### src/rtl/core/sedt_pkg.sv
`timescale 1ns / 1ps
// ----------------------------------------------------------------------------
// sedt_pkg: shared types and constants for the scope edge trigger decimator
// Field widths, register indexes, the decimation factor table and the
// command/status bundles between controller and datapath.
// ----------------------------------------------------------------------------
package sedt_pkg;

  localparam int SAMPLE_W   = 8;
  localparam int FACTOR_W   = 16;
  localparam int SUM_W      = 24;
  localparam int DVD_W      = SUM_W + 1;   // sum plus one more sample
  localparam int Q_W        = 8;           // quotient bits, saturated to 255
  localparam int CAP_W      = 11;
  localparam int DIDX_W     = 4;
  localparam int CFG_IDX_W  = 3;
  localparam int CFG_DATA_W = 11;
  localparam int STEP_W     = 4;

  localparam logic [SAMPLE_W-1:0] HYSTERESIS = 8'd30;
  localparam logic [STEP_W-1:0]   DIV_FIRST_STEP = 4'd8;  // overflow check step

  // Configuration register indexes
  typedef enum logic [CFG_IDX_W-1:0] {
    CFG_TRIG_CHANNEL = 3'd0,
    CFG_TRIG_LEVEL   = 3'd1,
    CFG_TRIG_FALLING = 3'd2,
    CFG_DEC_INDEX    = 3'd3,
    CFG_AVG_MODE     = 3'd4,
    CFG_CAP_PAIRS    = 3'd5
  } cfg_reg_t;

  // Controller -> datapath
  typedef struct packed {
    logic load;       // latch the accepted input pair
    logic proc;       // evaluate trigger / decimation, update state
    logic div_start;  // launch the averaging divider
    logic push;       // load the output register
  } dp_cmd_t;

  // Datapath -> controller (valid during proc)
  typedef struct packed {
    logic emit;
    logic use_div;
  } dp_sts_t;

  // Decimation factor table; index 15 is treated as 14
  function automatic logic [FACTOR_W-1:0] factor_lookup(input logic [DIDX_W-1:0] idx);
    logic [FACTOR_W-1:0] f;
    begin
      unique case (idx)
        4'd0:    f = 16'd0;
        4'd1:    f = 16'd2;
        4'd2:    f = 16'd5;
        4'd3:    f = 16'd10;
        4'd4:    f = 16'd20;
        4'd5:    f = 16'd50;
        4'd6:    f = 16'd100;
        4'd7:    f = 16'd200;
        4'd8:    f = 16'd500;
        4'd9:    f = 16'd1000;
        4'd10:   f = 16'd2000;
        4'd11:   f = 16'd5000;
        4'd12:   f = 16'd10000;
        4'd13:   f = 16'd20000;
        default: f = 16'd50000;
      endcase
      return f;
    end
  endfunction

endpackage

### src/rtl/core/sedt_divider.sv
`timescale 1ns / 1ps
// ----------------------------------------------------------------------------
// sedt_divider: two-lane serial divider for capture averages
// Restoring division of a 25-bit sum by the 16-bit factor, one quotient bit
// per cycle. First step checks sum >= factor*256 and saturates to 255.
// ----------------------------------------------------------------------------
module sedt_divider (
  input  logic                           clk,
  input  logic                           rst_n,
  input  logic                           start,
  input  logic [sedt_pkg::DVD_W-1:0]     dvd_a,
  input  logic [sedt_pkg::DVD_W-1:0]     dvd_b,
  input  logic [sedt_pkg::FACTOR_W-1:0]  divisor,
  output logic                           done,
  output logic [sedt_pkg::Q_W-1:0]       q_a,
  output logic [sedt_pkg::Q_W-1:0]       q_b
);

  logic                          busy_r;
  logic [sedt_pkg::STEP_W-1:0]   step_r;
  logic [sedt_pkg::FACTOR_W-1:0] div_r;
  logic [sedt_pkg::DVD_W-1:0]    rem_r [2];
  logic [sedt_pkg::Q_W-1:0]      q_r   [2];
  logic                          sat_r [2];

  logic [sedt_pkg::DVD_W-1:0]    dsh;
  logic                          ge    [2];

  assign dsh = {{(sedt_pkg::DVD_W - sedt_pkg::FACTOR_W){1'b0}}, div_r} << step_r;

  always_comb begin
    for (int l = 0; l < 2; l++) begin
      ge[l] = (rem_r[l] >= dsh);
    end
  end

  always_ff @(posedge clk) begin
    if (!rst_n) begin
      busy_r <= 1'b0;
      step_r <= '0;
    end else if (start) begin
      busy_r <= 1'b1;
      step_r <= sedt_pkg::DIV_FIRST_STEP;
    end else if (busy_r) begin
      step_r <= step_r - 1'b1;
      if (step_r == '0) begin
        busy_r <= 1'b0;
      end
    end
  end

  always_ff @(posedge clk) begin
    if (start) begin
      div_r    <= divisor;
      rem_r[0] <= dvd_a;
      rem_r[1] <= dvd_b;
      for (int l = 0; l < 2; l++) begin
        q_r[l]   <= '0;
        sat_r[l] <= 1'b0;
      end
    end else if (busy_r) begin
      for (int l = 0; l < 2; l++) begin
        if (step_r == sedt_pkg::DIV_FIRST_STEP) begin
          if (ge[l]) begin
            sat_r[l] <= 1'b1;
          end
        end else begin
          q_r[l] <= {q_r[l][sedt_pkg::Q_W-2:0], ge[l]};
          if (ge[l]) begin
            rem_r[l] <= rem_r[l] - dsh;
          end
        end
      end
    end
  end

  assign done = busy_r && (step_r == '0);
  assign q_a  = sat_r[0] ? '1 : q_r[0];
  assign q_b  = sat_r[1] ? '1 : q_r[1];

endmodule

### src/rtl/core/sedt_datapath.sv
`timescale 1ns / 1ps
// ----------------------------------------------------------------------------
// sedt_datapath: trigger, decimation and capture state
// Config registers, hysteresis edge detector, decimation counter, channel
// sums, capture length counter and output register.
// ----------------------------------------------------------------------------
module sedt_datapath #(
  parameter int MAX_PAIRS = 1024
) (
  input  logic                              clk,
  input  logic                              rst_n,
  input  logic                              cfg_we,
  input  logic [sedt_pkg::CFG_IDX_W-1:0]    cfg_index,
  input  logic [sedt_pkg::CFG_DATA_W-1:0]   cfg_wdata,
  input  logic [sedt_pkg::SAMPLE_W-1:0]     in_ch1,
  input  logic [sedt_pkg::SAMPLE_W-1:0]     in_ch2,
  input  sedt_pkg::dp_cmd_t                 cmd,
  output sedt_pkg::dp_sts_t                 sts,
  output logic [sedt_pkg::DVD_W-1:0]        div_dvd_a,
  output logic [sedt_pkg::DVD_W-1:0]        div_dvd_b,
  output logic [sedt_pkg::FACTOR_W-1:0]     div_divisor,
  input  logic [sedt_pkg::Q_W-1:0]          div_q_a,
  input  logic [sedt_pkg::Q_W-1:0]          div_q_b,
  output logic [sedt_pkg::SAMPLE_W-1:0]     out_ch1,
  output logic [sedt_pkg::SAMPLE_W-1:0]     out_ch2,
  output logic                              out_last
);

  localparam int PW = $clog2(MAX_PAIRS + 1);
  localparam int LW = (PW > sedt_pkg::CAP_W) ? PW : sedt_pkg::CAP_W;

  typedef enum logic [1:0] {
    EDGE_NONE = 2'd0,
    EDGE_HIGH = 2'd1,
    EDGE_LOW  = 2'd2
  } edge_t;

  // config
  logic                          trig_ch_r;
  logic [sedt_pkg::SAMPLE_W-1:0] level_r;
  logic                          falling_r;
  logic [sedt_pkg::DIDX_W-1:0]   dec_idx_r;
  logic                          avg_r;
  logic [sedt_pkg::CAP_W-1:0]    cap_pairs_r;

  // input pair
  logic [sedt_pkg::SAMPLE_W-1:0] a_r, b_r;

  // capture state
  logic [1:0]                    edge_r, edge_nxt;
  logic                          capturing_r, capturing_nxt;
  logic [sedt_pkg::FACTOR_W-1:0] dcount_r, dcount_nxt;
  logic [sedt_pkg::SUM_W-1:0]    sum1_r, sum1_nxt, sum2_r, sum2_nxt;
  logic [PW-1:0]                 pairs_r, pairs_nxt;

  // result staging and output register
  logic [sedt_pkg::SAMPLE_W-1:0] res1_r, res2_r;
  logic                          last_r, use_div_r;
  logic [sedt_pkg::SAMPLE_W-1:0] out1_r, out2_r;
  logic                          olast_r;

  // combinational
  logic [sedt_pkg::FACTOR_W-1:0] factor;
  logic [sedt_pkg::SAMPLE_W-1:0] s, hi, lo;
  logic [sedt_pkg::SAMPLE_W:0]   lvl_sum;
  logic                          is_hi, is_lo, fire, active, emit, use_div, last;
  logic [sedt_pkg::FACTOR_W-1:0] dc_eff, dc_tmp, dc_inc;
  logic [sedt_pkg::SUM_W-1:0]    sum1_eff, sum2_eff;
  logic [sedt_pkg::DVD_W-1:0]    acc1, acc2;
  logic [PW-1:0]                 pairs_eff, pairs_inc;
  logic [LW-1:0]                 cap_w, limit;

  function automatic logic [sedt_pkg::FACTOR_W-1:0] sat_inc(
    input logic [sedt_pkg::FACTOR_W-1:0] v);
    begin
      return (v == '1) ? v : v + 1'b1;
    end
  endfunction

  // ---- config port
  always_ff @(posedge clk) begin
    if (!rst_n) begin
      trig_ch_r   <= 1'b0;
      level_r     <= 8'd128;
      falling_r   <= 1'b0;
      dec_idx_r   <= '0;
      avg_r       <= 1'b0;
      cap_pairs_r <= 11'd1000;
    end else if (cfg_we) begin
      unique case (cfg_index)
        sedt_pkg::CFG_TRIG_CHANNEL: trig_ch_r   <= cfg_wdata[0];
        sedt_pkg::CFG_TRIG_LEVEL:   level_r     <= cfg_wdata[sedt_pkg::SAMPLE_W-1:0];
        sedt_pkg::CFG_TRIG_FALLING: falling_r   <= cfg_wdata[0];
        sedt_pkg::CFG_DEC_INDEX:    dec_idx_r   <= cfg_wdata[sedt_pkg::DIDX_W-1:0];
        sedt_pkg::CFG_AVG_MODE:     avg_r       <= cfg_wdata[0];
        sedt_pkg::CFG_CAP_PAIRS:    cap_pairs_r <= cfg_wdata[sedt_pkg::CAP_W-1:0];
        default: ;
      endcase
    end
  end

  // ---- thresholds and edge detector
  assign factor  = sedt_pkg::factor_lookup(dec_idx_r);
  assign s       = trig_ch_r ? b_r : a_r;
  assign lvl_sum = {1'b0, level_r} + {1'b0, sedt_pkg::HYSTERESIS};

  always_comb begin
    if (falling_r) begin
      lo = level_r;
      hi = lvl_sum[sedt_pkg::SAMPLE_W] ? '1 : lvl_sum[sedt_pkg::SAMPLE_W-1:0];
    end else begin
      hi = level_r;
      lo = (level_r >= sedt_pkg::HYSTERESIS) ? level_r - sedt_pkg::HYSTERESIS : '0;
    end
  end

  assign is_hi = (s >= hi);
  assign is_lo = (s <= lo);

  // ---- per-item evaluation
  always_comb begin
    edge_nxt      = edge_r;
    capturing_nxt = capturing_r;
    dcount_nxt    = dcount_r;
    sum1_nxt      = sum1_r;
    sum2_nxt      = sum2_r;
    pairs_nxt     = pairs_r;
    fire          = 1'b0;
    emit          = 1'b0;
    use_div       = 1'b0;
    last          = 1'b0;
    dc_tmp        = '0;

    if (!capturing_r) begin
      unique case (edge_r)
        EDGE_NONE: begin
          if (is_hi)      edge_nxt = EDGE_HIGH;
          else if (is_lo) edge_nxt = EDGE_LOW;
        end
        EDGE_LOW: begin
          if (is_hi) begin
            if (!falling_r) fire = 1'b1;
            else            edge_nxt = EDGE_HIGH;
          end
        end
        EDGE_HIGH: begin
          if (!is_hi && is_lo) begin
            if (falling_r) fire = 1'b1;
            else           edge_nxt = EDGE_LOW;
          end
        end
        default: edge_nxt = edge_r;
      endcase
    end

    active    = capturing_r || fire;
    dc_eff    = capturing_r ? dcount_r : (avg_r ? '0 : factor);
    sum1_eff  = capturing_r ? sum1_r : '0;
    sum2_eff  = capturing_r ? sum2_r : '0;
    pairs_eff = capturing_r ? pairs_r : '0;
    dc_inc    = sat_inc(dc_eff);
    acc1      = {1'b0, sum1_eff} + {{(sedt_pkg::DVD_W - sedt_pkg::SAMPLE_W){1'b0}}, a_r};
    acc2      = {1'b0, sum2_eff} + {{(sedt_pkg::DVD_W - sedt_pkg::SAMPLE_W){1'b0}}, b_r};
    pairs_inc = pairs_eff + 1'b1;

    cap_w = LW'(cap_pairs_r);
    if (cap_w == '0)                 limit = LW'(1);
    else if (cap_w > LW'(MAX_PAIRS)) limit = LW'(MAX_PAIRS);
    else                             limit = cap_w;

    if (active) begin
      if (fire) edge_nxt = EDGE_NONE;
      capturing_nxt = 1'b1;
      sum1_nxt      = sum1_eff;
      sum2_nxt      = sum2_eff;
      pairs_nxt     = pairs_eff;

      if (!avg_r) begin
        if (dc_eff >= factor) begin
          emit   = 1'b1;
          dc_tmp = '0;
        end else begin
          dc_tmp = dc_eff;
        end
        dcount_nxt = sat_inc(dc_tmp);
      end else begin
        dcount_nxt = dc_inc;
        if (factor == '0) begin
          emit = 1'b1;
        end else if (dc_inc >= factor) begin
          emit       = 1'b1;
          use_div    = 1'b1;
          dcount_nxt = '0;
        end else begin
          sum1_nxt = acc1[sedt_pkg::SUM_W] ? '1 : acc1[sedt_pkg::SUM_W-1:0];
          sum2_nxt = acc2[sedt_pkg::SUM_W] ? '1 : acc2[sedt_pkg::SUM_W-1:0];
        end
      end

      if (emit) begin
        sum1_nxt  = '0;
        sum2_nxt  = '0;
        pairs_nxt = pairs_inc;
        last      = (LW'(pairs_inc) >= limit);
        if (last) begin
          capturing_nxt = 1'b0;
          edge_nxt      = EDGE_NONE;
        end
      end
    end
  end

  assign sts.emit    = emit;
  assign sts.use_div = use_div;
  assign div_dvd_a   = acc1;
  assign div_dvd_b   = acc2;
  assign div_divisor = factor;

  // ---- state registers
  always_ff @(posedge clk) begin
    if (!rst_n) begin
      edge_r      <= EDGE_NONE;
      capturing_r <= 1'b0;
      dcount_r    <= '0;
      sum1_r      <= '0;
      sum2_r      <= '0;
      pairs_r     <= '0;
    end else if (cmd.proc) begin
      edge_r      <= edge_nxt;
      capturing_r <= capturing_nxt;
      dcount_r    <= dcount_nxt;
      sum1_r      <= sum1_nxt;
      sum2_r      <= sum2_nxt;
      pairs_r     <= pairs_nxt;
    end
  end

  // ---- payload registers
  always_ff @(posedge clk) begin
    if (cmd.load) begin
      a_r <= in_ch1;
      b_r <= in_ch2;
    end
    if (cmd.proc) begin
      res1_r    <= a_r;
      res2_r    <= b_r;
      last_r    <= last;
      use_div_r <= use_div;
    end
    if (cmd.push) begin
      out1_r  <= use_div_r ? div_q_a : res1_r;
      out2_r  <= use_div_r ? div_q_b : res2_r;
      olast_r <= last_r;
    end
  end

  assign out_ch1  = out1_r;
  assign out_ch2  = out2_r;
  assign out_last = olast_r;

endmodule

### src/rtl/core/sedt_ctrl.sv
`timescale 1ns / 1ps
// ----------------------------------------------------------------------------
// sedt_ctrl: item sequencer
// Accept, evaluate, optional divide, hand result to the output register.
// ----------------------------------------------------------------------------
module sedt_ctrl (
  input  logic              clk,
  input  logic              rst_n,
  input  logic              in_tvalid,
  output logic              in_tready,
  output logic              out_tvalid,
  input  logic              out_tready,
  input  sedt_pkg::dp_sts_t sts,
  input  logic              div_done,
  output sedt_pkg::dp_cmd_t cmd
);

  typedef enum logic [1:0] {
    S_IDLE,
    S_PROC,
    S_DIV,
    S_PUSH
  } state_t;

  state_t state_r, state_nxt;
  logic   out_valid_r, out_valid_nxt;
  logic   out_free;

  assign out_free  = !out_valid_r || out_tready;
  assign in_tready = (state_r == S_IDLE);

  always_comb begin
    state_nxt     = state_r;
    out_valid_nxt = out_valid_r && !out_tready;
    cmd           = '0;
    unique case (state_r)
      S_IDLE: begin
        if (in_tvalid) begin
          cmd.load  = 1'b1;
          state_nxt = S_PROC;
        end
      end
      S_PROC: begin
        cmd.proc = 1'b1;
        if (!sts.emit) begin
          state_nxt = S_IDLE;
        end else if (sts.use_div) begin
          cmd.div_start = 1'b1;
          state_nxt     = S_DIV;
        end else begin
          state_nxt = S_PUSH;
        end
      end
      S_DIV: begin
        if (div_done) state_nxt = S_PUSH;
      end
      S_PUSH: begin
        if (out_free) begin
          cmd.push      = 1'b1;
          out_valid_nxt = 1'b1;
          state_nxt     = S_IDLE;
        end
      end
      default: state_nxt = S_IDLE;
    endcase
  end

  always_ff @(posedge clk) begin
    if (!rst_n) begin
      state_r     <= S_IDLE;
      out_valid_r <= 1'b0;
    end else begin
      state_r     <= state_nxt;
      out_valid_r <= out_valid_nxt;
    end
  end

  assign out_tvalid = out_valid_r;

endmodule

### src/rtl/core/scope_edge_trigger_decimator_top.sv
`timescale 1ns / 1ps
// ----------------------------------------------------------------------------
// scope_edge_trigger_decimator_top: two-channel edge trigger with decimation
// Stream in sample pairs, stream out decimated or averaged capture pairs.
// ----------------------------------------------------------------------------
// Usage: while armed, each input pair is checked against a hysteresis edge
// trigger on the selected channel; pairs that do not fire produce no item.
// Once fired, the capture emits capture_pairs result items (sample mode keeps
// the trigger pair then every factor-th pair; average mode emits the mean of
// each group of factor pairs), the final one with out_tlast set, after which
// the trigger re-arms. A pair that yields no result passes through accept and
// evaluate; a kept pair through accept, evaluate and load output; an
// averaged result also waits on the serial divider between evaluate and load
// (one overflow check plus 8 quotient bits, both channels in parallel). The
// output register holds one finished item, so the next pair is accepted
// while it waits on out_tready; a further result holds in the load step
// until that register frees.
// Config writes (cfg_we) take effect immediately; write only between items.
// ----------------------------------------------------------------------------
module scope_edge_trigger_decimator_top #(
  parameter int MAX_PAIRS = 1024
) (
  input  logic                            clk,
  input  logic                            rst_n,

  // input pairs
  input  logic                            in_tvalid,
  output logic                            in_tready,
  input  logic [15:0]                     in_tdata,   // [7:0] ch1_sample, [15:8] ch2_sample

  // results
  output logic                            out_tvalid,
  input  logic                            out_tready,
  output logic [15:0]                     out_tdata,  // [7:0] out_ch1, [15:8] out_ch2
  output logic                            out_tlast,  // last_of_capture

  // config write port
  input  logic                            cfg_we,
  input  logic [sedt_pkg::CFG_IDX_W-1:0]  cfg_index,
  input  logic [sedt_pkg::CFG_DATA_W-1:0] cfg_wdata
);

  sedt_pkg::dp_cmd_t             cmd;
  sedt_pkg::dp_sts_t             sts;
  logic                          div_done;
  logic [sedt_pkg::DVD_W-1:0]    dvd_a, dvd_b;
  logic [sedt_pkg::FACTOR_W-1:0] divisor;
  logic [sedt_pkg::Q_W-1:0]      q_a, q_b;
  logic [sedt_pkg::SAMPLE_W-1:0] o1, o2;

  // Sequencer: one item at a time through accept / evaluate / divide / push
  sedt_ctrl u_ctrl (
    .clk        (clk),
    .rst_n      (rst_n),
    .in_tvalid  (in_tvalid),
    .in_tready  (in_tready),
    .out_tvalid (out_tvalid),
    .out_tready (out_tready),
    .sts        (sts),
    .div_done   (div_done),
    .cmd        (cmd)
  );

  // Trigger, counters, sums, config and output register
  sedt_datapath #(
    .MAX_PAIRS (MAX_PAIRS)
  ) u_dp (
    .clk         (clk),
    .rst_n       (rst_n),
    .cfg_we      (cfg_we),
    .cfg_index   (cfg_index),
    .cfg_wdata   (cfg_wdata),
    .in_ch1      (in_tdata[7:0]),
    .in_ch2      (in_tdata[15:8]),
    .cmd         (cmd),
    .sts         (sts),
    .div_dvd_a   (dvd_a),
    .div_dvd_b   (dvd_b),
    .div_divisor (divisor),
    .div_q_a     (q_a),
    .div_q_b     (q_b),
    .out_ch1     (o1),
    .out_ch2     (o2),
    .out_last    (out_tlast)
  );

  // Serial divider for averaged results, launched from the evaluate cycle
  sedt_divider u_div (
    .clk     (clk),
    .rst_n   (rst_n),
    .start   (cmd.div_start),
    .dvd_a   (dvd_a),
    .dvd_b   (dvd_b),
    .divisor (divisor),
    .done    (div_done),
    .q_a     (q_a),
    .q_b     (q_b)
  );

  assign out_tdata = {o2, o1};

endmodule

### config.mk
export PLATFORM = sky130hd
export DESIGN_NAME = scope_edge_trigger_decimator_top
export DESIGN_NICKNAME = d
export VERILOG_FILES = /design/src/rtl/core/sedt_pkg.sv /design/src/rtl/core/sedt_divider.sv /design/src/rtl/core/sedt_datapath.sv /design/src/rtl/core/sedt_ctrl.sv /design/src/rtl/core/scope_edge_trigger_decimator_top.sv
export SDC_FILE = /design/constraint.sdc
export NUM_CORES = 1
export LEC_CHECK = 0
export ABC_AREA = 1
export BUFFER_PORTS_ARGS = -buffer_cell sky130_fd_sc_hd__buf_2
export CORE_UTILIZATION = 59
export CTS_BUF_LIST = sky130_fd_sc_hd__clkbuf_8
export DETAILED_ROUTE_END_ITERATION = 7
export PLACE_DENSITY = 0.79
export SYNTH_ARGS = -nofsm -noshare
export SYNTH_HDL_FRONTEND = slang
export SYNTH_SLANG_ARGS = --single-unit
### constraint.sdc
create_clock -name clk -period 4.7 [get_ports clk]
set_clock_uncertainty 0.15 [all_clocks]
set_input_delay 0.94 -clock clk [delete_from_list [all_inputs] [get_ports clk]]
set_output_delay 0.94 -clock clk [all_outputs]
set_load 0.05 [all_outputs]
==> results of run 1 <==
==> stage by stage <==
step / instances / setup WS (ns) / hold WS (ns) / power [W] / instance area [um^2]
global route: 3201 / 0.0273 / 0.283 / 0.00590 / 21100
floorplan: 2660 / 0.132 / 0.250 / 0.00319 / 19200
CTS: 3201 / 0.183 / 0.280 / 0.00570 / 21100
finish: 3201 / 0.335 / 0.278 / 0.00570 / 21100
detailed placement: 3115 / 0.223 / 0.265 / 0.00346 / 20100
global placement: 3115 / 0.369 / 0.267 / 0.00343 / 20100
==> kinds of logic (layout without fill, tap and decap cells) <==
| logic type | Yosys count | count (layout) | synth area share (%) |
|---|---|---|---|
| buffers and inverters | 368 | 474 | 7.75 |
| adder cells (fa/ha/maj) | 146 | 146 | 9.65 |
| XOR/XNOR | 111 | 111 | 5.05 |
| flip-flops | 263 | 263 | 34.4 |
| AO/OA/AOI/OAI | 522 | 522 | 14.9 |
| multiplexers | 12 | 12 | 0.663 |
| AND/OR/NAND/NOR | 1238 | 1238 | 27.6 |
==> worst paths after layout <==
path	depth (start not counted)	from	endpoint	slack [ns]
hold / removal	0	u_dp.div_divisor[2]$_DFF_P_	u_div.div_r[2]$_DFFE_PP_	0.28
hold reg to reg	0	u_dp.div_divisor[2]$_DFF_P_	u_div.div_r[2]$_DFFE_PP_	0.28
setup reg to reg	20	u_dp.avg_r$_SDFFE_PN0P_	u_div.rem_r[0][9]$_DFFE_PP_	0.33
setup / recovery	20	u_dp.avg_r$_SDFFE_PN0P_	u_div.rem_r[0][9]$_DFFE_PP_	0.33
==> final cells by class <==
type | instances | share of cell area [%]
clock buffer | 53 | 3.46
clock inverter | 33 | 1.26
inverter | 283 | 5.12
multi-input combinational | 2029 | 52.9
sequential | 263 | 31.3
tap | 435 | 2.58
timing repair buffer | 105 | 3.30
==> cells in the final DEF (no fill, tap or decap), drive strengths merged, types with 12 or more instances in the layout <==
master / count
a21oi: 240
buf: 105
clkbuf: 53
clkinv: 13
dfxtp: 128
edfxtp: 135
ha: 142
inv: 293
nand2: 682
nand3: 143
nand4: 46
nor2: 287
nor3: 42
nor4: 12
o21a: 13
o21ai: 215
xnor2: 45
xor2: 66
==> critical path: cells and delay by family, from the launching register on <==
kind	cells	cell delay (ns)
xor gates and xnor gates	1	0.14
AOI/OAI and AO/OA	3	0.61
adders and majority gates	1	0.31
buffers and inverters	4	0.71
DFF	1	0.43
and+or+nand+nor	11	1.69
==> layer usage <==
metal / GRT usage [%] / vias up / routed length, um
li1: - / 9037 / -
met1: 44.3 / 8616 / 24000
met2: 54.9 / 760 / 25800
met3: 3.89 / 150 / 3970
met4: 13.5 / 0 / 2000
met5: 0 / - / 0
==> power by group <==
group / internal, W / leakage (nW) / total (W) / switching, W
sequential: 0.00252 / 2.27 / 0.00261 / 0.0000853
combinational: 0.000240 / 6.84 / 0.000829 / 0.000589
clock: 0.00126 / 0.537 / 0.00226 / 0.00100
==> sequential cells by signal, summed over array words and instances (netlist names), 2 cells and up, named ones only <==
signal and flops:
u_div.rem_r 50, u_dp.sum1_r 24, u_dp.sum2_r 24, u_div.div_r 16, u_div.q_r 16, u_dp.dcount_r 16
u_dp.div_divisor 16, u_dp.cap_pairs_r 11, u_dp.pairs_r 11, u_dp.a_r 8, u_dp.b_r 8, u_dp.level_r 8
u_dp.out_ch1 8, u_dp.out_ch2 8, u_dp.res1_r 8, u_dp.res2_r 8, u_div.step_r 4, u_dp.dec_idx_r 4
u_div.sat_r 2, u_dp.edge_r 2
==> reports/summary.txt, run 1 <==
PWR
----------------------------------------------------------------------------------------------------
Worst IR Drop VDD                                                                           0.239 mV
Leakage Power                                                                                9.64 nW
Pwr per Cell Area                                                                        270 nW/um^2

TIMING
----------------------------------------------------------------------------------------------------
Post-route clock period utilization                                                            92.9%
Maximum frequency from static timing analysis                                              0.229 GHz
Post-layout min period                                                                       4.37 ns
Setup repair after global routing missed its margin                                            false
Actual slew at the worst max-slew pin                                                       0.986 ns
Final-report max-slew violation count                                                              0
Setup TNS                                                                                       0 ns
Final count of negative-setup-slack endpoints                                                      0
Max_slew headroom                                                                              34.2%
Count of final hold-check violations                                                               0

CLOCKING
----------------------------------------------------------------------------------------------------
Worst skew pair latency                                                                      0.57 ns
CTS buffer count                                                                                  46
Clock tree from TritonCTS                                                                      built
Number of gates resized after CTS                                                                  0
Max H-tree Level                                                                                   2
Buffer depth of the longest clock path                                                             3
Clock-pin slew reported for the worst setup and hold paths after clock tree synthesis        0.06 ns
Post-CTS setup repair buffer count                                                                 0
Clock root buffer master                                                                sky130_fd_sc_hd__clkbuf_8
Number of clock sinks                                                                            263
CTS Hold Buffers Added                                                                             0

DIE
----------------------------------------------------------------------------------------------------
Standard-cell rows                                                                                65
Starting density of the core                                                                   60.5%
Ports placed on the boundary                                                                      54
Core region area                                                                          31800 um^2
Chip Height                                                                                   183 um
Die Footprint                                                                             33300 um^2
Horizontal die dimension                                                                      183 um

YOSYS
----------------------------------------------------------------------------------------------------
Mean instance size in the synthesized netlist                                              7.24 um^2
Syn Std Cell Area                                                                         19200 um^2
Largest area contributor in the synthesized netlist                                     sky130_fd_sc_hd__edfxtp_1
Cell with the most instances after synthesis                                            sky130_fd_sc_hd__nand2_1
Sequential area share after synthesis                                                          34.4%
Biggest area contributors in the synthesized netlist                                    sky130_fd_sc_hd__edfxtp_1 21%, sky130_fd_sc_hd__dfxtp_1 13%, sky130_fd_sc_hd__nand2_1 13%
Nets in the synthesized netlist                                                                 2841
Predominant post-synthesis flop cell                                                    sky130_fd_sc_hd__edfxtp_1
Share of flip-flops with an asynchronous set or reset after synthesis                             0%
EDFF count, synth                                                                                135
Post-synthesis register bit count                                                                263
Commonest cells in the netlist                                                          670 x sky130_fd_sc_hd__nand2_1, 274 x sky130_fd_sc_hd__nor2_1, 267 x sky130_fd_sc_hd__inv_1
Synthesized instance count                                                                      2660
Synth unique cells                                                                                71
Yosys warning total                                                                                0
Portion of synthesized cell area occupied by the leading cell type                             21.1%

WORST SETUP PATH
----------------------------------------------------------------------------------------------------
Maximum net fanout on the critical path                                                           25
Crit path arrival time                                                                       4.49 ns
Category of the worst setup path capture point                                                  flop
Crit-path most repeated cell                                                            sky130_fd_sc_hd__nand2_1
List of cells traversed by the critical path                                            inv_2, nand2_4, o21ai_2, nand2_1, nor3_1, inv_1, nor2_4, nand2_2, xor2_1, nand2_1, ha_1, a21oi_1, o21ai_0, nor2_1, nand3_2, nand4_1, buf_4, nand2_1, nand2_1, buf_12
Launching element type of the critical path                                                     flop
CP max stage cell                                                                       sky130_fd_sc_hd__dfxtp_1
Worst stage delay on the critical path                                                       0.43 ns
Worst Path Required                                                                          4.82 ns
Critical Setup Path Class                                                               flop to flop

JOB
----------------------------------------------------------------------------------------------------
Number of max-cap violations                                                                       0

DRT
----------------------------------------------------------------------------------------------------
Final routed DRC violation total                                                                   0
First-pass iteration count of the detailed router                                                  6
Total routed wirelength                                                                      55.8 mm
Routed Antenna Nets                                                                                0
Initial drt markers                                                                             1773
Overall via count from detail_route                                                            18563
Routed wire per std cell                                                                     17.4 um
Vias per cell                                                                                   5.80

FINAL LAYOUT
----------------------------------------------------------------------------------------------------
Register area                                                                              6620 um^2
Filler cell count in the final layout                                                           2787
Area occupied by multi-input gates                                                        11200 um^2
Ant. Diodes                                                                                        0
Post-layout nets                                                                                2909
Layout Area Growth over Synthesis                                                              9.68%
Layout cells sized above 1                                                                     9.47%
Final Core Density                                                                             66.4%

PLACEMENT
----------------------------------------------------------------------------------------------------
Weighted congestion reported at the end of routability-driven placement                        0.998
Input/output buffers                                                                              53
Detailed-placement wirelength estimate                                                       42.9 mm

HOLD PATH
----------------------------------------------------------------------------------------------------
Min-Delay Path Class                                                                    flop to flop

GLOBAL ROUTE
----------------------------------------------------------------------------------------------------
Overall Global Routing Usage                                                                   33.3%
Number of antenna violations at the first check in global routing                                  0
Largest net degree at the start of global routing                                                 71
Number of global-route vias before repair                                                      17466
Global-route wire length before repair                                                       88.3 mm
Congestion Overflow GR                                                                             0

STATUS
----------------------------------------------------------------------------------------------------
Outcome                                                                                 complete, no violations

Power figures use the tool's default switching activity.
==> inputs of run 2 (changes only) <==
--- a/config.mk
+++ b/config.mk
@@ -7,10 +7,12 @@
 export LEC_CHECK = 0
 export ABC_AREA = 1
 export BUFFER_PORTS_ARGS = -buffer_cell sky130_fd_sc_hd__buf_2
-export CORE_UTILIZATION = 59
+export CORE_UTILIZATION = 60
 export CTS_BUF_LIST = sky130_fd_sc_hd__clkbuf_8
 export DETAILED_ROUTE_END_ITERATION = 7
-export PLACE_DENSITY = 0.79
+export PLACE_DENSITY = 0.8
+export SETUP_SLACK_MARGIN = 0.15
 export SYNTH_ARGS = -nofsm -noshare
 export SYNTH_HDL_FRONTEND = slang
+export SYNTH_HIERARCHICAL = 1
 export SYNTH_SLANG_ARGS = --single-unit
==> reports/summary.txt, run 2 <==
CLOCKING
----------------------------------------------------------------------------------------------------
Clock tree from TritonCTS                                                                      built
Clock root buffer master                                                                sky130_fd_sc_hd__clkbuf_8
Number of clock sinks                                                                            263   unchanged
Max H-tree Level                                                                                   2   unchanged
CTS Hold Buffers Added                                                                             0   unchanged
CTS buffer count                                                                                  42   -8.7%
Clock-pin slew reported for the worst setup and hold paths after clock tree synthesis        0.06 ns   about the same
Worst skew pair latency                                                                      0.59 ns   +0.02 ns
Buffer depth of the longest clock path                                                             3   unchanged

FINAL LAYOUT
----------------------------------------------------------------------------------------------------
Layout cells sized above 1                                                                     12.4%   +3.0 points
Leading cell types in the layout, fill and taps excluded                                817 x sky130_fd_sc_hd__nand2_1, 377 x sky130_fd_sc_hd__inv_1, 285 x sky130_fd_sc_hd__nor2_1, 230 x sky130_fd_sc_hd__nand3_1, 213 x sky130_fd_sc_hd__a21oi_1
Filler-free cell count of the finished design                                                   3609   +13%
Layout Area Growth over Synthesis                                                              12.7%
Final Core Density                                                                             69.1%   +2.7 points
Flip-flop count of the largest register after layout                                              50   unchanged
Register ranked first by flip-flop count                                                 u_div/rem_r
Biggest regs                                                                            u_div/rem_r: 50 flops, u_dp/sum1_r: 24 flops, u_dp/sum2_r: 24 flops
Post-layout nets                                                                                3310   +14%
Most common cell after layout, fill and taps aside                                      sky130_fd_sc_hd__nand2_1

YOSYS
----------------------------------------------------------------------------------------------------
Predominant post-synthesis flop cell                                                    sky130_fd_sc_hd__edfxtp_1
Commonest cells in the netlist                                                          845 x sky130_fd_sc_hd__nand2_1, 373 x sky130_fd_sc_hd__inv_1, 293 x sky130_fd_sc_hd__nor2_1
Syn Std Cell Area                                                                         20700 um^2   +7.4%
Synthesized-area fraction occupied by ao, oa, aoi and oai cells                                12.3%   -2.6 points
Cell with the most instances after synthesis                                            sky130_fd_sc_hd__nand2_1
EDFF count, synth                                                                                135   unchanged
Post-synthesis register bit count                                                                263   unchanged
Nets in the synthesized netlist                                                                 3197   +13%
Mux share of post-synthesis cell area                                                          1.54%   +0.87 points
Yosys warning total                                                                                6   +6
Parity-gate share of the synthesized area counting xor and xnor cells                          3.55%   -1.5 points
Biggest area contributors in the synthesized netlist                                    sky130_fd_sc_hd__edfxtp_1 20%, sky130_fd_sc_hd__nand2_1 15%, sky130_fd_sc_hd__dfxtp_1 12%
Synthesized instance count                                                                      3016   +13%
Portion of synthesized cell area occupied by the leading cell type                             19.6%   -1.4 points
Share of flip-flops with an asynchronous set or reset after synthesis                             0%   unchanged
Synthesized-area fraction occupied by adder cells                                              8.98%   -0.66 points
Sequential area share after synthesis                                                          32.0%   -2.4 points
Mean instance size in the synthesized netlist                                              6.85 um^2   -5.3%
Largest area contributor in the synthesized netlist                                     sky130_fd_sc_hd__edfxtp_1
Synth unique cells                                                                                62   -13%
Combinational family with the most area after synthesis                                 simple AND/OR/NAND/NOR gates
Simple-Gate Fraction of Synth Area                                                             32.2%   +4.6 points

TIMING
----------------------------------------------------------------------------------------------------
Maximum frequency from static timing analysis                                              0.223 GHz   -2.8%
Count of final hold-check violations                                                               0   unchanged
Actual slew at the worst max-slew pin                                                        1.20 ns   +0.213 ns
Setup TNS                                                                                       0 ns   unchanged
Max_slew headroom                                                                              19.7%   -15 points
Post-layout min period                                                                       4.49 ns   +0.124 ns
Setup repair after global routing missed its margin                                             true
Final count of negative-setup-slack endpoints                                                      0   unchanged
Post-route clock period utilization                                                            95.5%   +2.6 points
Final-report max-slew violation count                                                              0   unchanged

PWR
----------------------------------------------------------------------------------------------------
Pwr per Cell Area                                                                        218 nW/um^2   -19%
Leakage Power                                                                                10.9 nW   +13%
Worst IR Drop VDD                                                                           0.251 mV   +5.0%
Power consumption                                                                          0.00507 W   -11%

WORST SETUP PATH
----------------------------------------------------------------------------------------------------
Maximum net fanout on the critical path                                                           12   -52%
End of the worst register-to-register path                                              u_div/rem_r[0][23]$_DFFE_PP_
Register-to-Register Setup Slack                                                             0.21 ns   -0.12 ns
Category of the worst setup path capture point                                                  flop
Launching point of the worst reg2reg path                                               u_dp/capturing_r$_SDFFE_PN0P_
Register-to-Register Path Depth                                                                   24   +20%
Critical Setup Path Class                                                               flop to flop
Launching element type of the critical path                                                     flop
Worst Path Required                                                                          4.85 ns   +0.03 ns
Crit path arrival time                                                                       4.64 ns   +0.15 ns

DRT
----------------------------------------------------------------------------------------------------
Overall via count from detail_route                                                            20862   +12%
Final routed DRC violation total                                                                   0   unchanged
Initial drt markers                                                                             1926   +8.6%
Routed Antenna Nets                                                                                0   unchanged
Total routed wirelength                                                                      64.6 mm   +16%
First-pass iteration count of the detailed router                                                  6   unchanged
Routed wire per std cell                                                                     17.9 um   +2.8%
Vias per cell                                                                                   5.78   -0.32%

HOLD PATH
----------------------------------------------------------------------------------------------------
Hold Path Depth                                                                                    0   unchanged
Hold wc startpoint                                                                      u_dp/div_divisor[6]$_DFF_P_
Endpoint of the worst hold-timing path                                                  u_div/div_r[6]$_DFFE_PP_
Min-Delay Path Class                                                                    flop to flop

DIE
----------------------------------------------------------------------------------------------------
Starting density of the core                                                                   61.3%   +0.80 points
Die Footprint                                                                             35200 um^2   +5.5%
Chip Height                                                                                   188 um   +2.7%
Core region area                                                                          33700 um^2   +6.0%
Horizontal die dimension                                                                      188 um   +2.7%
Standard-cell rows                                                                                67   +3.1%
Ports placed on the boundary                                                                      54   unchanged

GLOBAL ROUTE
----------------------------------------------------------------------------------------------------
Number of antenna violations at the first check in global routing                                  2   +2
Number of global-route vias before repair                                                      19056   +9.1%
Congestion Overflow GR                                                                             0   unchanged
Largest net degree at the start of global routing                                                 71   unchanged
Global-route wire length before repair                                                       99.0 mm   +12%
Overall Global Routing Usage                                                                   35.0%   +1.7 points

PLACEMENT
----------------------------------------------------------------------------------------------------
Input/output buffers                                                                              53   unchanged
Detailed-placement wirelength estimate                                                       49.0 mm   +14%
Weighted congestion reported at the end of routability-driven placement                         1.04   +4.1%
Total placed cells including tap cells                                                          3502   +12%

STATUS
----------------------------------------------------------------------------------------------------
Outcome                                                                                 complete, no violations

JOB
----------------------------------------------------------------------------------------------------
Number of max-cap violations                                                                       0   unchanged

==> run 2: worst max-delay path by stage <==
stage               slack (ns)                            to                           from
global placement          0.32  u_div/rem_r[0][43]$_DFFE_PP_        u_dp/avg_r$_SDFFE_PN0P_
floorplan                -0.15   u_div/rem_r[0][0]$_DFFE_PP_        u_dp/avg_r$_SDFFE_PN0P_
detailed placement        0.18   u_div/rem_r[0][5]$_DFFE_PP_        u_dp/avg_r$_SDFFE_PN0P_
finish                    0.21  u_div/rem_r[0][23]$_DFFE_PP_  u_dp/capturing_r$_SDFFE_PN0P_
CTS                       0.15   u_div/rem_r[0][0]$_DFFE_PP_        u_dp/avg_r$_SDFFE_PN0P_
global route             -0.03  u_div/rem_r[0][46]$_DFFE_PP_  u_dp/capturing_r$_SDFFE_PN0P_
==> run 2: worst max-delay path, stage by stage, from the launching register on <==
cell and delay, ns:
sky130_fd_sc_hd__dfxtp_4 0.36, sky130_fd_sc_hd__nor2_4 0.20, sky130_fd_sc_hd__clkinv_8 0.11, sky130_fd_sc_hd__o21ai_2 0.26, sky130_fd_sc_hd__buf_4 0.20, sky130_fd_sc_hd__nand2_1 0.05, sky130_fd_sc_hd__nor2_1 0.24, sky130_fd_sc_hd__nand4_1 0.14
sky130_fd_sc_hd__a21oi_1 0.17, sky130_fd_sc_hd__inv_1 0.08, sky130_fd_sc_hd__ha_1 0.30, sky130_fd_sc_hd__nand2_1 0.09, sky130_fd_sc_hd__nor4_4 0.33, sky130_fd_sc_hd__nand2_1 0.14, sky130_fd_sc_hd__nand3_4 0.13, sky130_fd_sc_hd__nor2_4 0.05
sky130_fd_sc_hd__inv_2 0.08, sky130_fd_sc_hd__nand2_4 0.06, sky130_fd_sc_hd__nor2_4 0.10, sky130_fd_sc_hd__nand2_2 0.10, sky130_fd_sc_hd__nor2_4 0.27, sky130_fd_sc_hd__inv_4 0.08, sky130_fd_sc_hd__nand2_8 0.06, sky130_fd_sc_hd__o21ai_1 0.16
sky130_fd_sc_hd__bufinv_8 0.29
==> run 2: power breakdown <==
group,switching [W],internal [W]
Clock,0.000947,0.000989
Sequential,0.0000362,0.00244
Combinational,0.000440,0.000214
Total,0.00142,0.00365
==> run 2: routing by layer <==
metal  vias to the layer above  GRT usage [%]  routed length (um)
li1                      10142              -                   -
met2                       910           59.4               30700
met4                         2           15.1                2940
met1                      9641           45.3               26700
met3                       167           3.56                4250
met5                         -              0                  13
==> run 2: what timing repair did <==
item | 4_1_cts | 5_1_grt
endpoints found under the setup margin | 0 | 197
gates resized for setup | 0 | 78
buffers inserted | 0 | 21
==> run 2: logic make-up (layout without fill, tap and decap cells) <==
logic type	after synthesis	after routing
other	0	1
AO/OA/AOI/OAI	458	458
flip-flops	263	263
AND/OR/NAND/NOR	1556	1557
XOR/XNOR	82	82
adder cells (fa/ha/maj)	146	146
multiplexers	29	29
buffers and inverters	482	625
==> run 2: layout make-up <==
type / instances / area (um^2)
Antenna cell: 1 / 2.50
Clock buffer: 44 / 606
Clock inverter: 31 / 204
Fill cell: 2977 / 10400
Inverter: 389 / 1490
Multi-Input combinational cell: 2272 / 12500
Sequential cell: 263 / 6620
Tap cell: 448 / 561
Timing Repair Buffer: 159 / 1290
Timing Repair inverter: 2 / 22.5
==> run 2: stage by stage <==
step | setup slack [ns] | area (um^2) | hold slack (ns)
after global routing | -0.0279 | 23300 | 0.291
after global placement | 0.324 | 21800 | 0.257
final | 0.211 | 23300 | 0.281
after CTS | 0.154 | 22600 | 0.280
after floorplan | -0.150 | 20800 | 0.250
after detailed placement | 0.180 | 21800 | 0.265
==> inputs of run 3 (changes only) <==
--- a/config.mk
+++ b/config.mk
@@ -7,11 +7,12 @@
 export LEC_CHECK = 0
 export ABC_AREA = 1
 export BUFFER_PORTS_ARGS = -buffer_cell sky130_fd_sc_hd__buf_2
-export CORE_UTILIZATION = 60
+export CORE_UTILIZATION = 65
 export CTS_BUF_LIST = sky130_fd_sc_hd__clkbuf_8
 export DETAILED_ROUTE_END_ITERATION = 7
-export PLACE_DENSITY = 0.8
+export PLACE_DENSITY = 0.83
 export SETUP_SLACK_MARGIN = 0.15
+export SKIP_LAST_GASP = 1
 export SYNTH_ARGS = -nofsm -noshare
 export SYNTH_HDL_FRONTEND = slang
 export SYNTH_HIERARCHICAL = 1
==> constraint.sdc (replaced) <==
create_clock -name clk -period 5.55 [get_ports clk]
set_clock_uncertainty 0.15 [all_clocks]
set_input_delay 1.11 -clock clk [delete_from_list [all_inputs] [get_ports clk]]
set_output_delay 1.11 -clock clk [all_outputs]
set_load 0.05 [all_outputs]
==> reports/summary.txt, run 3 (synthesis gave the netlist of run 2 again) <==
TIMING
----------------------------------------------------------------------------------------------------
Maximum frequency from static timing analysis                                              0.193 GHz   -13%
Count of final hold-check violations                                                               0   unchanged
Setup repair after global routing missed its margin                                             true
Post-route clock period utilization                                                            93.4%   -2.2 points
Max_slew headroom                                                                              16.3%   -3.4 points
Final-report max-slew violation count                                                              0   unchanged
Post-layout min period                                                                       5.18 ns   +0.692 ns
Final count of negative-setup-slack endpoints                                                      0   unchanged
Worst hold slack after final layout                                                         0.271 ns   -0.00937 ns
Actual slew at the worst max-slew pin                                                        1.25 ns   +0.0504 ns
Setup TNS                                                                                       0 ns   unchanged

WORST SETUP PATH
----------------------------------------------------------------------------------------------------
Capture point of the worst path                                                         u_div/rem_r[0][32]$_DFFE_PP_
Worst Path Required                                                                          5.71 ns   +0.86 ns
Maximum net fanout on the critical path                                                           50   +38
Largest delay contributor family on the critical path                                   simple AND/OR/NAND/NOR gates
Category of the worst setup path capture point                                                  flop
Critical path origin                                                                    u_dp/capturing_r$_SDFFE_PN0P_
Crit-path most repeated cell                                                            sky130_fd_sc_hd__nand2_1
Register-to-Register Setup Slack                                                             0.37 ns   +0.16 ns
Worst stage delay on the critical path                                                       0.36 ns   about the same
Critical Setup Path Class                                                               flop to flop
Launching element type of the critical path                                                     flop
End of the worst register-to-register path                                              u_div/rem_r[0][32]$_DFFE_PP_
Launching point of the worst reg2reg path                                               u_dp/capturing_r$_SDFFE_PN0P_
Critical path depth                                                                               28   +17%
Register-to-Register Path Depth                                                                   28   +17%
Crit path arrival time                                                                       5.34 ns   +0.70 ns
CP max stage cell                                                                       sky130_fd_sc_hd__nor4_2
Buffer and inverter count on the worst path                                                        6   unchanged

HOLD PATH
----------------------------------------------------------------------------------------------------
Min-Delay Path Class                                                                    flop to flop

STATUS
----------------------------------------------------------------------------------------------------
Outcome                                                                                 complete, no violations

PWR
----------------------------------------------------------------------------------------------------
Pwr per Cell Area                                                                        194 nW/um^2   -11%
Sequential power share                                                                         48.8%   about the same
Total net switching power                                                                  0.00121 W   -15%
Worst IR Drop VDD                                                                           0.198 mV   -21%
Clock share of power                                                                           39.5%   +1.3 points
Total internal power                                                                       0.00310 W   -15%
Switching share of power                                                                       28.1%   about the same
Leakage Power                                                                                10.4 nW   -4.3%
Comb pwr share                                                                                 11.7%   -1.2 points

CLOCKING
----------------------------------------------------------------------------------------------------
Buffer depth of the longest clock path                                                             3   unchanged
Number of clock sinks                                                                            263   unchanged
CTS buffer count                                                                                  45   +7.1%
Worst skew pair latency                                                                      0.60 ns   about the same
Clock tree from TritonCTS                                                                      built
Clock-pin slew reported for the worst setup and hold paths after clock tree synthesis        0.06 ns   about the same
Max H-tree Level                                                                                   2   unchanged
Clock root buffer master                                                                sky130_fd_sc_hd__clkbuf_8

GLOBAL ROUTE
----------------------------------------------------------------------------------------------------
Congestion Overflow GR                                                                             0   unchanged
Number of antenna violations at the first check in global routing                                  1   -1
Number of global-route vias before repair                                                      19356   +1.6%
Overall Global Routing Usage                                                                   38.0%   +3.0 points
Global-route wire length before repair                                                       99.3 mm   +0.30%
Largest net degree at the start of global routing                                                 66   -7.0%

DRT
----------------------------------------------------------------------------------------------------
First-pass iteration count of the detailed router                                                  6   unchanged
Initial drt markers                                                                             2269   +18%
Overall via count from detail_route                                                            20704   -0.76%
Final routed DRC violation total                                                                   0   unchanged
Routed wire per std cell                                                                     17.9 um   about the same
Vias per cell                                                                                   5.93   +2.5%
Routed Antenna Nets                                                                                0   unchanged
Total routed wirelength                                                                      62.6 mm   -3.2%

DIE
----------------------------------------------------------------------------------------------------
Starting density of the core                                                                   66.9%   +5.5 points
Horizontal die dimension                                                                      180 um   -3.9%
Standard-cell rows                                                                                64   -4.5%
Die Footprint                                                                             32500 um^2   -7.6%
Ports placed on the boundary                                                                      54   unchanged
Chip Height                                                                                   180 um   -3.9%
Core region area                                                                          30900 um^2   -8.3%

FINAL LAYOUT
----------------------------------------------------------------------------------------------------
Flip-flop count of the largest register after layout                                              50   unchanged
Filler cell count in the final layout                                                           2573   -14%
Post-layout nets                                                                                3242   -2.1%
Leading cell types in the layout, fill and taps excluded                                842 x sky130_fd_sc_hd__nand2_1, 394 x sky130_fd_sc_hd__inv_1, 291 x sky130_fd_sc_hd__nor2_1, 233 x sky130_fd_sc_hd__nand3_1, 216 x sky130_fd_sc_hd__a21oi_1
Layout cells sized above 1                                                                     8.84%   -3.6 points
Register ranked first by flip-flop count                                                 u_div/rem_r
Ant. Diodes                                                                                        0   -1
Layout Area Growth over Synthesis                                                              7.28%
Biggest regs                                                                            u_div/rem_r: 50 flops, u_dp/sum1_r: 24 flops, u_dp/sum2_r: 24 flops
Most common cell after layout, fill and taps aside                                      sky130_fd_sc_hd__nand2_1
Filler-free cell count of the finished design                                                   3494   -3.2%

PLACEMENT
----------------------------------------------------------------------------------------------------
Total placed cells including tap cells                                                          3403   -2.8%
Input/output buffers                                                                              53   unchanged
Detailed-placement wirelength estimate                                                       48.4 mm   -1.4%
Weighted congestion reported at the end of routability-driven placement                         1.07   +3.0%

JOB
----------------------------------------------------------------------------------------------------
Number of max-cap violations                                                                       0   unchanged

run 3: repair_timing:
item | 4_1_cts | 5_1_grt
endpoints found under the setup margin | 0 | 100
gates resized for setup | 0 | 12
hold buffers | 0 | 0
buffers inserted | 0 | 6
run 3: routing by layer:
| metal | vias to the layer above | GRT usage, % | share of wire [%] |
|---|---|---|---|
| met5 | - | 0 | 0.021 |
| met2 | 1023 | 63.6 | 46 |
| met4 | 2 | 17.9 | 4.9 |
| met3 | 174 | 5.62 | 8.6 |
| met1 | 9517 | 48.4 | 40 |
| li1 | 9988 | - | - |
run 3: worst min-delay path by stage:
stage | start | end | slack (ns) | depth (start not counted)
3_3_place_gp | u_dp/last_r$_SDFFCE_PN0P_ | u_dp/out_last$_DFFE_PP_ | 0.26 | 0
2_1_floorplan | u_dp/last_r$_SDFFCE_PN0P_ | u_dp/out_last$_DFFE_PP_ | 0.25 | 0
6_report | u_dp/last_r$_SDFFCE_PN0P_ | u_dp/out_last$_DFFE_PP_ | 0.27 | 0
4_1_cts | u_dp/last_r$_SDFFCE_PN0P_ | u_dp/out_last$_DFFE_PP_ | 0.26 | 0
3_5_place_dp | u_dp/last_r$_SDFFCE_PN0P_ | u_dp/out_last$_DFFE_PP_ | 0.26 | 0
5_1_grt | u_dp/last_r$_SDFFCE_PN0P_ | u_dp/out_last$_DFFE_PP_ | 0.26 | 0
run 3: cell type report:
| cell class | instances | area [um^2] | share of cell area [%] |
|---|---|---|---|
| multi-input combinational | 2271 | 12200 | 54.9 |
| clock inverter | 35 | 189 | 0.852 |
| inverter | 389 | 1480 | 6.66 |
| sequential | 263 | 6620 | 29.8 |
| clock buffer | 49 | 674 | 3.04 |
| timing repair inverter | 1 | 5.00 | 0.0226 |
| timing repair buffer | 90 | 547 | 2.47 |
| tap | 396 | 495 | 2.23 |
run 3: per-stage QoR:
step	total power [W]	worst slack, ns	utilization [%]	cell area [um^2]
5_1_grt	0.00446	0.0264	71.7	22200
6_report	0.00431	0.368	71.7	22200
3_3_place_gp	0.00261	0.327	68.6	21200
4_1_cts	0.00431	0.178	71.4	22100
2_1_floorplan	0.00248	0.176	-	20700
3_5_place_dp	0.00263	0.209	68.6	21200
run 3: power by group through the flow:
stage | clock network (W) | logic [W] | registers [W]
6_report | 0.00170 | 0.000503 | 0.00210
3_5_place_dp | 0 | 0.000487 | 0.00214
3_3_place_gp | 0 | 0.000474 | 0.00214
2_1_floorplan | 0 | 0.000352 | 0.00213
4_1_cts | 0.00172 | 0.000491 | 0.00210
5_1_grt | 0.00180 | 0.000554 | 0.00210
